<file path="src/design/prq_pkg.sv">
// ----------------------------------------------------------------------------
// prq_pkg
// Shared types and constants for the priority ready queue.
// ----------------------------------------------------------------------------
package prq_pkg;

    localparam int ID_W    = 8;
    localparam int PRIO_W  = 8;
    localparam int BURST_W = 16;
    localparam int OCC_W   = 5;
    localparam int TASK_W  = ID_W + PRIO_W + BURST_W;

    localparam int S_DATA_W = 32;
    localparam int S_USER_W = 1;
    localparam int M_DATA_W = 40;
    localparam int M_USER_W = 2;

    localparam logic CMD_PUSH = 1'b0;
    localparam logic CMD_POP  = 1'b1;

    // fields listed from the high bit down
    typedef struct packed {
        logic [BURST_W-1:0] burst;
        logic [PRIO_W-1:0]  prio;
        logic [ID_W-1:0]    id;
    } t_task;

    typedef enum logic [2:0] {
        S_IDLE,
        S_READ,
        S_CMP,
        S_POP,
        S_DONE
    } t_state;

endpackage

</file>
<file path="src/design/prq_ram.sv">
// ----------------------------------------------------------------------------
// prq_ram
// Generic single-write, single-read RAM with registered read data.
// ----------------------------------------------------------------------------
module prq_ram #(
    parameter int WIDTH = 32,
    parameter int DEPTH = 16
) (
    input  logic                     i_clk,
    input  logic                     i_we,
    input  logic [$clog2(DEPTH)-1:0] i_waddr,
    input  logic [WIDTH-1:0]         i_wdata,
    input  logic [$clog2(DEPTH)-1:0] i_raddr,
    output logic [WIDTH-1:0]         o_rdata
);

    logic [WIDTH-1:0] r_mem [DEPTH];
    logic [WIDTH-1:0] r_rdata;

    always_ff @(posedge i_clk) begin
        if (i_we) begin
            r_mem[i_waddr] <= i_wdata;
        end
        r_rdata <= r_mem[i_raddr];
    end

    assign o_rdata = r_rdata;

endmodule

</file>
<file path="src/design/priority_ready_queue_pinned_head.sv">
// ----------------------------------------------------------------------------
// priority_ready_queue_pinned_head
// Ready queue with a pinned running task at the head and sorted insertion.
// A push to an empty or full queue goes straight to the report; any other push
// reads the entry ahead of it, then compares and moves past it while it wins,
// until it stops or lands right behind the head; a pop holding two or more tasks
// goes through the pop step first. One word in flight; the next is taken in the
// cycle after the report loads, and an untaken report stalls the final step. Head task in flops, rest in RAM.
// Reset (sync, active low) empties the queue; RAM contents are not cleared.
// ----------------------------------------------------------------------------
module priority_ready_queue_pinned_head #(
    parameter int QUEUE_DEPTH = 16
) (
    input  logic                          i_clk,
    input  logic                          i_rst_n,
    input  logic                          i_s_tvalid,
    output logic                          o_s_tready,
    // task_id[7:0], task_priority[15:8], burst_time[31:16]
    input  logic [prq_pkg::S_DATA_W-1:0]  i_s_tdata,
    // command[0]
    input  logic [prq_pkg::S_USER_W-1:0]  i_s_tuser,
    output logic                          o_m_tvalid,
    input  logic                          i_m_tready,
    // head_id[7:0], head_priority[15:8], head_burst[31:16], occupancy[36:32]
    output logic [prq_pkg::M_DATA_W-1:0]  o_m_tdata,
    // head_valid[0], dropped[1]
    output logic [prq_pkg::M_USER_W-1:0]  o_m_tuser
);

    import prq_pkg::*;

    localparam int AW = $clog2(QUEUE_DEPTH);
    localparam int FW = $clog2(QUEUE_DEPTH + 1);

    t_state          r_state, n_state;
    logic [FW-1:0]   r_fill, n_fill;
    logic [AW-1:0]   r_base, n_base;
    logic [AW-1:0]   r_pos, n_pos;
    t_task           r_new, n_new;
    t_task           r_head, n_head;
    logic            r_drop, n_drop;
    logic            r_out_valid, n_out_valid;
    logic [M_DATA_W-1:0] r_out_data, n_out_data;
    logic [M_USER_W-1:0] r_out_user, n_out_user;

    logic            s_accept;
    logic            out_load;
    t_task           in_task;
    t_task           rd_task;
    logic            beats;

    logic            ram_we;
    logic [AW-1:0]   wr_j, rd_j;
    logic [AW-1:0]   wr_addr, rd_addr;
    logic [AW:0]     wr_sum, rd_sum;
    t_task           wr_task;
    logic [TASK_W-1:0] ram_rdata;

    assign in_task.id    = i_s_tdata[ID_W-1:0];
    assign in_task.prio  = i_s_tdata[ID_W+PRIO_W-1:ID_W];
    assign in_task.burst = i_s_tdata[TASK_W-1:ID_W+PRIO_W];

    assign o_s_tready = (r_state == S_IDLE);
    assign s_accept   = i_s_tvalid && o_s_tready;
    assign out_load   = (r_state == S_DONE) && (!r_out_valid || i_m_tready);

    assign rd_task = t_task'(ram_rdata);
    assign beats   = (r_new.prio > rd_task.prio) ||
                     ((r_new.prio == rd_task.prio) && (r_new.burst < rd_task.burst));

    // logical buffer index to physical address, wrapping at the depth
    assign wr_sum  = {1'b0, r_base} + {1'b0, wr_j};
    assign rd_sum  = {1'b0, r_base} + {1'b0, rd_j};
    assign wr_addr = (wr_sum >= (AW+1)'(QUEUE_DEPTH)) ?
                     AW'(wr_sum - (AW+1)'(QUEUE_DEPTH)) : AW'(wr_sum);
    assign rd_addr = (rd_sum >= (AW+1)'(QUEUE_DEPTH)) ?
                     AW'(rd_sum - (AW+1)'(QUEUE_DEPTH)) : AW'(rd_sum);

    prq_ram #(
        .WIDTH (TASK_W),
        .DEPTH (QUEUE_DEPTH)
    ) u_ram (
        .i_clk   (i_clk),
        .i_we    (ram_we),
        .i_waddr (wr_addr),
        .i_wdata (wr_task),
        .i_raddr (rd_addr),
        .o_rdata (ram_rdata)
    );

    always_comb begin
        n_state = r_state;
        unique case (r_state)
            S_IDLE: begin
                if (s_accept) begin
                    if (i_s_tuser[0] == CMD_PUSH) begin
                        if (r_fill == FW'(QUEUE_DEPTH) || r_fill == '0) begin
                            n_state = S_DONE;
                        end else begin
                            n_state = S_READ;
                        end
                    end else begin
                        if (r_fill > FW'(1)) begin
                            n_state = S_POP;
                        end else begin
                            n_state = S_DONE;
                        end
                    end
                end
            end
            S_READ:  n_state = (r_pos == '0) ? S_DONE : S_CMP;
            S_CMP:   n_state = beats ? S_READ : S_DONE;
            S_POP:   n_state = S_DONE;
            S_DONE:  n_state = out_load ? S_IDLE : S_DONE;
            default: n_state = S_IDLE;
        endcase
    end

    always_comb begin
        n_fill      = r_fill;
        n_base      = r_base;
        n_pos       = r_pos;
        n_new       = r_new;
        n_head      = r_head;
        n_drop      = r_drop;
        n_out_data  = r_out_data;
        n_out_user  = r_out_user;
        n_out_valid = r_out_valid;
        ram_we      = 1'b0;
        wr_j        = r_pos;
        rd_j        = r_pos - AW'(1);
        wr_task     = r_new;

        if (i_m_tready) begin
            n_out_valid = 1'b0;
        end

        unique case (r_state)
            S_IDLE: begin
                if (s_accept) begin
                    n_new  = in_task;
                    n_drop = 1'b0;
                    n_pos  = AW'(r_fill - FW'(1));
                    if (i_s_tuser[0] == CMD_PUSH) begin
                        if (r_fill == FW'(QUEUE_DEPTH)) begin
                            n_drop = 1'b1;
                        end else if (r_fill == '0) begin
                            n_head = in_task;
                            n_fill = FW'(1);
                        end
                    end else begin
                        rd_j = '0;
                        if (r_fill == FW'(1)) begin
                            n_fill = '0;
                        end
                    end
                end
            end
            S_READ: begin
                if (r_pos == '0) begin
                    ram_we = 1'b1;
                    n_fill = r_fill + FW'(1);
                end
            end
            S_CMP: begin
                ram_we = 1'b1;
                if (beats) begin
                    wr_task = rd_task;
                    n_pos   = r_pos - AW'(1);
                end else begin
                    n_fill = r_fill + FW'(1);
                end
            end
            S_POP: begin
                n_head = rd_task;
                n_base = (r_base == AW'(QUEUE_DEPTH - 1)) ? '0 : r_base + AW'(1);
                n_fill = r_fill - FW'(1);
            end
            S_DONE: begin
                if (out_load) begin
                    n_out_valid = 1'b1;
                    n_out_user  = {r_drop, (r_fill != '0)};
                    n_out_data  = {3'b000, OCC_W'(r_fill),
                                   (r_fill != '0) ? r_head : t_task'('0)};
                end
            end
            default: begin
            end
        endcase
    end

    always_ff @(posedge i_clk) begin
        if (!i_rst_n) begin
            r_state     <= S_IDLE;
            r_fill      <= '0;
            r_base      <= '0;
            r_out_valid <= 1'b0;
        end else begin
            r_state     <= n_state;
            r_fill      <= n_fill;
            r_base      <= n_base;
            r_out_valid <= n_out_valid;
        end
    end

    always_ff @(posedge i_clk) begin
        r_pos      <= n_pos;
        r_new      <= n_new;
        r_head     <= n_head;
        r_drop     <= n_drop;
        r_out_data <= n_out_data;
        r_out_user <= n_out_user;
    end

    assign o_m_tvalid = r_out_valid;
    assign o_m_tdata  = r_out_data;
    assign o_m_tuser  = r_out_user;

    a_fill_range: assert property (@(posedge i_clk) disable iff (!i_rst_n)
        r_fill <= FW'(QUEUE_DEPTH))
        else $error("fill count beyond queue depth");

    a_drop_full: assert property (@(posedge i_clk) disable iff (!i_rst_n)
        o_m_tvalid && o_m_tuser[1] |-> o_m_tdata[36:32] == OCC_W'(QUEUE_DEPTH))
        else $error("drop reported on a queue that is not full");

    a_empty_zero: assert property (@(posedge i_clk) disable iff (!i_rst_n)
        o_m_tvalid && !o_m_tuser[0] |-> o_m_tdata == '0)
        else $error("empty result carries nonzero fields");

    a_cmp_pos: assert property (@(posedge i_clk) disable iff (!i_rst_n)
        r_state == S_CMP |-> r_pos != '0 && $past(r_state) == S_READ)
        else $error("compare step without a pending read");

endmodule
</file>
<file path="config.mk">
export PLATFORM = sky130hd
export DESIGN_NAME = priority_ready_queue_pinned_head
export DESIGN_NICKNAME = d
export VERILOG_FILES = /design/src/design/prq_pkg.sv /design/src/design/prq_ram.sv /design/src/design/priority_ready_queue_pinned_head.sv
export SDC_FILE = /design/constraint.sdc
export NUM_CORES = 1
export LEC_CHECK = 0
export ABC_AREA = 1
export BUFFER_PORTS_ARGS = -buffer_cell sky130_fd_sc_hd__buf_4
export CORE_MARGIN = 2
export CORE_UTILIZATION = 40
export DETAILED_ROUTE_END_ITERATION = 16
export PLACE_DENSITY = 0.54
export SLEW_MARGIN = 15
export SYNTH_ARGS = -nofsm -noshare
export SYNTH_HDL_FRONTEND = slang
export SYNTH_SLANG_ARGS = --single-unit
</file>
<file path="constraint.sdc">
create_clock -name i_clk -period 3.5 [get_ports i_clk]
set_input_delay 0.35 -clock i_clk [delete_from_list [all_inputs] [get_ports i_clk]]
set_output_delay 0.35 -clock i_clk [all_outputs]
set_load 0.03 [all_outputs]
</file>
==> results.yml, run 1 <==
setup_path:
  crit_chain: "nor2_1, inv_1, nor2_4, inv_2, nor2_4, inv_2, nor2_4, inv_1, nand2_1, inv_1, ha_4, fa_4, inv_4, buf_6, o211ai_1, nand2_1, o21ai_0"
  cp_top_family: "adder cells"
  cpMaxStageDelayCell: "fa_4"
  crit_arrival_ns: 3.82
  worstPathMaxFanout: 56
  cp.required_ns: 4.02
  critPathLaunchType: "flop"
  crit_path_end_kind: "flop"
  setup.worst_path.class: "flop to flop"
  crit_buf_inv: 7
  max_stage_delay_ns: 0.93
synth:
  synth_area_um2: 27100
  syn-instance-count: 2026
  synth-edff-count: 620
  synth_seq_area_share: 0.720
  synth.distinct_cells: 38
  yosysWarnings: 0
  ys_ff_latch: 665
  synthArstFlopShare: 0
  ys.flop_type: "edfxtp_1"
  synth_area_per_cell_um2: 13.4
grt:
  grt_pass1_vias: 15876
  antenna_found_initial: 1
  grt_pass1_wl_um: 99400
  gr-total-overflow: 0
  grt_max_degree: 80
  grtUsageTotal: 0.190
finish:
  nets: 2260
  final_cell_mix: "620 x edfxtp_1, 236 x inv_1, 215 x o21ai_0"
  drive_above_1_share: 0.131
  final_common_cell: "edfxtp_1"
  synthToLayoutAreaGrowth_pct: 18.1
  diodes: 0
drt:
  num_vias: 16329
  avgRoutedWirePerCell_um: 21.3
  drtIter0Drc: 1388
  routed_via_density: 5.24
  drc: 0
  wirelength_um: 66500
  drtAntennaViolNets: 0
  drtPass1Iterations: 5
timing:
  rsz0062_at_grt: "no"
  drv_slew: 0
  relSlewSlack: 0.504
  worst_slew_pin_slew_ns: 0.744
  skew_ns: 0.0270
  finalSetupTns_ns: 0
  period_needed_ns: 3.29
  finalHoldViolations: 0
  whs_ns: 0.0438
  setup_violations: 0
  max_freq_mhz: 304
  layout_worst_path_cycle_share: 0.941
floorplanning:
  start_util: 0.404
  row_count: 95
  core_um2: 67200
  dieHeight_um: 264
  ioPinCount: 81
  fp.dieArea_um2: 69900
  dieWidth_um: 264
min_path:
  hold_path_class: "input port to flop"
placement:
  post-dp-hpwl_um: 36700
  port_buffers: 77
  globalplace.congestion: 0.824
clock_network:
  clk_latency_ns: 0.62
  htree_levels: 3
  root_buffer: "clkbuf_16"
  cts_tree: "yes"
  clkSinkCount: 665
  cts_buffer_depth: 3
  cts.reportedPaths.clkPinSlew_ns: 0.06
  numCtsBuffers: 70
power:
  power_density_nw_per_um2: 900
  irDropWorstVdd_uv: 674
  p_leak_uw: 0.0118
run:
  max_cap_violations: 0
run_status:
  status: "finished clean"
-- where the power goes --
part	total [µW]	leakage (µW)	switching (µW)	internal (µW)
logic	11000	0.00471	7210	3770
registers	10700	0.00599	321	10400
clock network	7090	0.00106	3030	4060
-- final cells by class --
class                   count  area, µm²
clock buffers             102       1910
clock inverters            28        267
fillers                  5800      35100
inverters                 242        911
multi-input cells        1007       6320
flip-flops and latches    665      19500
well taps                 873       1090
repair buffers            200       1990
-- cells in the mapped netlist (all sizes together), types with 7 or more instances --
| cell | instances | share of area |
|---|---|---|
| nand2 | 190 | 0.026 |
| nor2 | 48 | 0.0078 |
| inv | 241 | 0.033 |
| a21oi | 152 | 0.028 |
| edfxtp | 620 | 0.69 |
| nand3 | 53 | 0.0098 |
| buf | 54 | 0.012 |
| xnor2 | 7 | 0.0025 |
| ha | 35 | 0.016 |
| clkbuf | 60 | 0.0083 |
| mux2i | 129 | 0.048 |
| o21ai | 237 | 0.044 |
| o211ai | 128 | 0.035 |
| dfxtp | 45 | 0.033 |
-- tightest hold or removal path: stages --
cell and delay, ns:
buf_4 0.15, nand2_1 0.07, nor2_1 0.03
-- per-stage QoR --
stage / area (µm²) / worst slack, ns / total power, µW / util / cells
2_1_floorplan: 27100 / -0.0388 / 18000 / - / 2028
5_1_grt: 32000 / 0.00152 / 30500 / 0.477 / 3117
3_5_place_dp: 29500 / 0.0484 / 21900 / 0.439 / 2955
6_report: 32000 / 0.206 / 28800 / 0.477 / 3117
4_1_cts: 32000 / 0.0225 / 29100 / 0.477 / 3117
3_3_place_gp: 29500 / 0.183 / 21700 / 0.439 / 2955
-- what timing repair did --
action,4_1_cts,5_1_grt
hold buffers,32,0
buffers inserted,0,0
hold endpoints to repair,32,0
resized for setup,0,2
setup endpoints to repair,0,14
-- final timing paths --
check | start | endpoint | slack, ns | cells after the start
setup / recovery | r_state[1] | u_ram.o_rdata[11] | 0.21 | 17
hold / removal | i_rst_n | r_base[0] | 0.04 | 3
setup reg to reg | r_state[1] | u_ram.o_rdata[11] | 0.21 | 17
hold reg to reg | r_drop | o_m_tuser[1] | 0.42 | 0
-- sequential cells by signal, indices dropped and copies added (netlist names), 2 cells and up --
signal,flops
r_state,3
r_fill,5
o_m_tuser,2
r_new,32
r_head,32
r_base,4
u_ram.r_mem,512
o_m_tdata,37
r_pos,4
u_ram.o_rdata,32
-- layer usage --
| metal | share of wire | GRT usage |
|---|---|---|
| met2 | 0.46 | 0.303 |
| met5 | 0 | 0 |
| met4 | 0.019 | 0.0562 |
| met1 | 0.46 | 0.267 |
| met3 | 0.058 | 0.0321 |
-- kinds of logic (layout without fill, tap and decap cells) --
| family | Yosys count | after routing | synth area share |
|---|---|---|---|
| multiplexers | 129 | 129 | 0.0476 |
| adder cells (fa/ha/maj) | 37 | 37 | 0.0176 |
| buffers and inverters | 356 | 572 | 0.0535 |
| AND/OR/NAND/NOR | 300 | 300 | 0.0463 |
| other | 1 | 3 | 0.000138 |
| flip-flops | 665 | 665 | 0.720 |
| XOR/XNOR | 13 | 13 | 0.00517 |
| AO/OA/AOI/OAI | 525 | 525 | 0.109 |
(Power assumes the default switching activity.)
==> run 2: changes to the inputs <==
--- a/config.mk
+++ b/config.mk
@@ -5,7 +5,6 @@
 export SDC_FILE = /design/constraint.sdc
 export NUM_CORES = 1
 export LEC_CHECK = 0
-export ABC_AREA = 1
 export BUFFER_PORTS_ARGS = -buffer_cell sky130_fd_sc_hd__buf_4
 export CORE_MARGIN = 2
 export CORE_UTILIZATION = 40
==> run 2 against run 1 <==
Effect of this change:
- die area down 3.8%
- global-route usage down 0.70 points
- flip-flop and latch count unchanged
- power down 22%
- combinational power down 55%
- via count down 22%
- non-clock buffer count down 22
- largest power group is now registers
- count of clock-buffer cells in the layout down 10
- clock power up 7.5%
- clock skew down 0.0051 ns
- core utilization up 0.77 points
- hold slack better by 0.044 ns
==> results.yml, run 2 <==
run_status:
  status: "finished clean"
timing:
  worst_slew_pin_slew_ns: 0.892
  skew_ns: 0.0219
  drv_slew: 0
  finalHoldViolations: 0
  relSlewSlack: 0.403
  max_freq_mhz: 295
  period_needed_ns: 3.39
  layout_worst_path_cycle_share: 0.969
  setup_violations: 0
drt:
  avgRoutedWirePerCell_um: 25.3
  drtAntennaViolNets: 0
  drtPass1Iterations: 5
  drc: 0
  routed_via_density: 5.33
  drtIter0Drc: 1107
  wirelength_um: 60700
  num_vias: 12775
grt:
  grt_pass1_vias: 12879
  antenna_found_initial: 0
  grtUsageTotal: 0.183
  gr-total-overflow: 0
  grt_pass1_wl_um: 88400
  grt_max_degree: 37
placement:
  port_buffers: 77
  globalplace.congestion: 0.776
  post-dp-hpwl_um: 33700
  dp.cells: 2234
  placed_area_um2: 28500
min_path:
  hold_depth: 3
  hold_path_class: "input port to flop"
  hp-start: "i_rst_n"
finish:
  synthToLayoutAreaGrowth_pct: 19.8
  postLayoutCellArea_um2: 31200
  nets: 1559
  largest_register: "u_ram.r_mem"
  drive_above_1_share: 0.289
  final_common_cell: "edfxtp_1"
  final_cells: 2398
  largest_reg_flops: 512
  diodes: 0
  final_cell_mix: "620 x edfxtp_1, 158 x mux4_2, 115 x buf_4"
floorplanning:
  dieWidth_um: 259
  start_util: 0.404
  row_count: 93
  core_um2: 64500
  fp.dieArea_um2: 67200
  ioPinCount: 81
  dieHeight_um: 259
synth:
  synth-edff-count: 620
  yosys-top-cells-count: "620 x edfxtp_1, 158 x mux4_2, 82 x nand2_1, 45 x dfxtp_1, 40 x clkbuf_1"
  ys.flop_type: "edfxtp_1"
  synth.distinct_cells: 62
  synth.most_common_cell: "edfxtp_1"
  synth_seq_area_share: 0.749
  synthTopCellsByArea: "edfxtp_1 71%, mux4_2 14%, dfxtp_1 3.5%"
  synth_top_area_frac: 0.715
  syn-instance-count: 1287
  yosysWarnings: 0
  ys_ff_latch: 665
  synth_top_cell_by_area: "edfxtp_1"
  synth_area_per_cell_um2: 20.2
  synth_area_um2: 26100
  synthArstFlopShare: 0
power:
  combPwrFrac: 0.222
  p_int_uw: 16500
  p_clk_frac: 0.338
  p_sw_uw: 6050
  p_leak_uw: 0.0104
  switching_share: 0.268
  power_density_nw_per_um2: 723
  pwr-share-seq: 0.440
  irDropWorstVdd_uv: 491
setup_path:
  r2r_slack_ns: 0.11
  reg2reg_depth: 10
  cp.required_ns: 3.97
  r2r-start: "r_state[1]"
  critPathLaunchType: "flop"
  cp-startpoint: "r_state[1]"
  worstPathMaxFanout: 20
  crit_arrival_ns: 3.86
  setup.worst_path.class: "flop to flop"
  crit_path_end_kind: "flop"
clock_network:
  cts_tree: "yes"
  clkSinkCount: 665
  cts.reportedPaths.clkPinSlew_ns: 0.06
  htree_levels: 3
  cts_buffer_depth: 3
  root_buffer: "clkbuf_16"
  clk_latency_ns: 0.60
  numCtsBuffers: 71
run:
  max_cap_violations: 0
-- run 2: changes by cell type after synthesis, moves of 27 or more --
cell      delta
buf_2       -27
nand2_1    -108
mux2_1      +28
inv_1      -206
and2_1      +35
nand3_1     -47
o211ai_1   -126
mux2i_1    -123
a21oi_1    -133
o21ai_0    -180
mux4_2     +158
-- run 2: metal layers --
| layer | global-route usage | wire, µm | vias to the layer above |
|---|---|---|---|
| met4 | 0.0618 | 1510 | 0 |
| met5 | 0 | 0 | - |
| li1 | - | - | 5610 |
| met1 | 0.253 | 26400 | 6749 |
| met3 | 0.0328 | 3120 | 83 |
| met2 | 0.294 | 29700 | 333 |
-- run 2: cell type report --
type	instances	area, µm²
repair buffers	178	1800
multi-input cells	537	6320
clock buffers	92	1970
clock inverters	39	412
flip-flops and latches	665	19500
well taps	855	1070
fillers	5286	33200
inverters	32	120
-- run 2: cell families (layout without fill, tap and decap cells) --
kind of cell | Yosys count | count (layout) | synth area share
flip-flops | 665 | 665 | 0.749
adder cells (fa/ha/maj) | 37 | 37 | 0.0183
AND/OR/NAND/NOR | 197 | 197 | 0.0359
AO/OA/AOI/OAI | 89 | 89 | 0.0218
XOR/XNOR | 13 | 13 | 0.00538
other | 1 | 3 | 0.000144
buffers and inverters | 87 | 341 | 0.0145
multiplexers | 198 | 198 | 0.155
-- run 2: final timing paths --
check	endpoint
max	u_ram.o_rdata[13]
min	r_state[2]
max reg2reg	u_ram.o_rdata[13]
min reg2reg	o_m_tuser[1]
-- run 2: timing repair --
| item | CTS | global route |
|---|---|---|
| hold buffers | 32 | 0 |
| setup buffers | 0 | 1 |
| resized for setup | 0 | 2 |
| endpoints found under the setup margin | 0 | 5 |
| endpoints found under the hold margin | 34 | 0 |
-- run 2: power groups by stage --
| stage | registers (µW) | clock network, µW | logic, µW |
|---|---|---|---|
| CTS | 9940 | 7800 | 5090 |
| detailed placement | 10100 | 0 | 5040 |
| finish | 9940 | 7620 | 5000 |
| floorplan | 10200 | 0 | 3070 |
| global placement | 10100 | 0 | 4970 |
| global route | 9990 | 8080 | 5430 |
-- run 2: metrics by stage --
stage | hold WS [ns] | power (µW) | utilization | worst slack [ns] | setup TNS (ns)
floorplan | 0.400 | 13300 | - | -0.0769 | -1.57
global placement | 0.408 | 15100 | 0.442 | 0.127 | 0
detailed placement | 0.412 | 15100 | 0.442 | 0.106 | 0
CTS | 0.0484 | 22800 | 0.484 | 0.0708 | 0
global route | 0.0828 | 23500 | 0.484 | -0.0000453 | -0.0000453
finish | 0.0880 | 22600 | 0.484 | 0.108 | 0
-- run 2: worst max-delay path, cell delays in order, from the launching register on --
cell	delay, ns
dfxtp_1	0.36
or2_4	0.27
nor2_2	0.12
and3_4	0.24
nor2_1	0.08
ha_4	0.18
fa_4	0.84
buf_12	0.18
buf_12	0.19
mux4_2	0.31
mux4_2	0.47
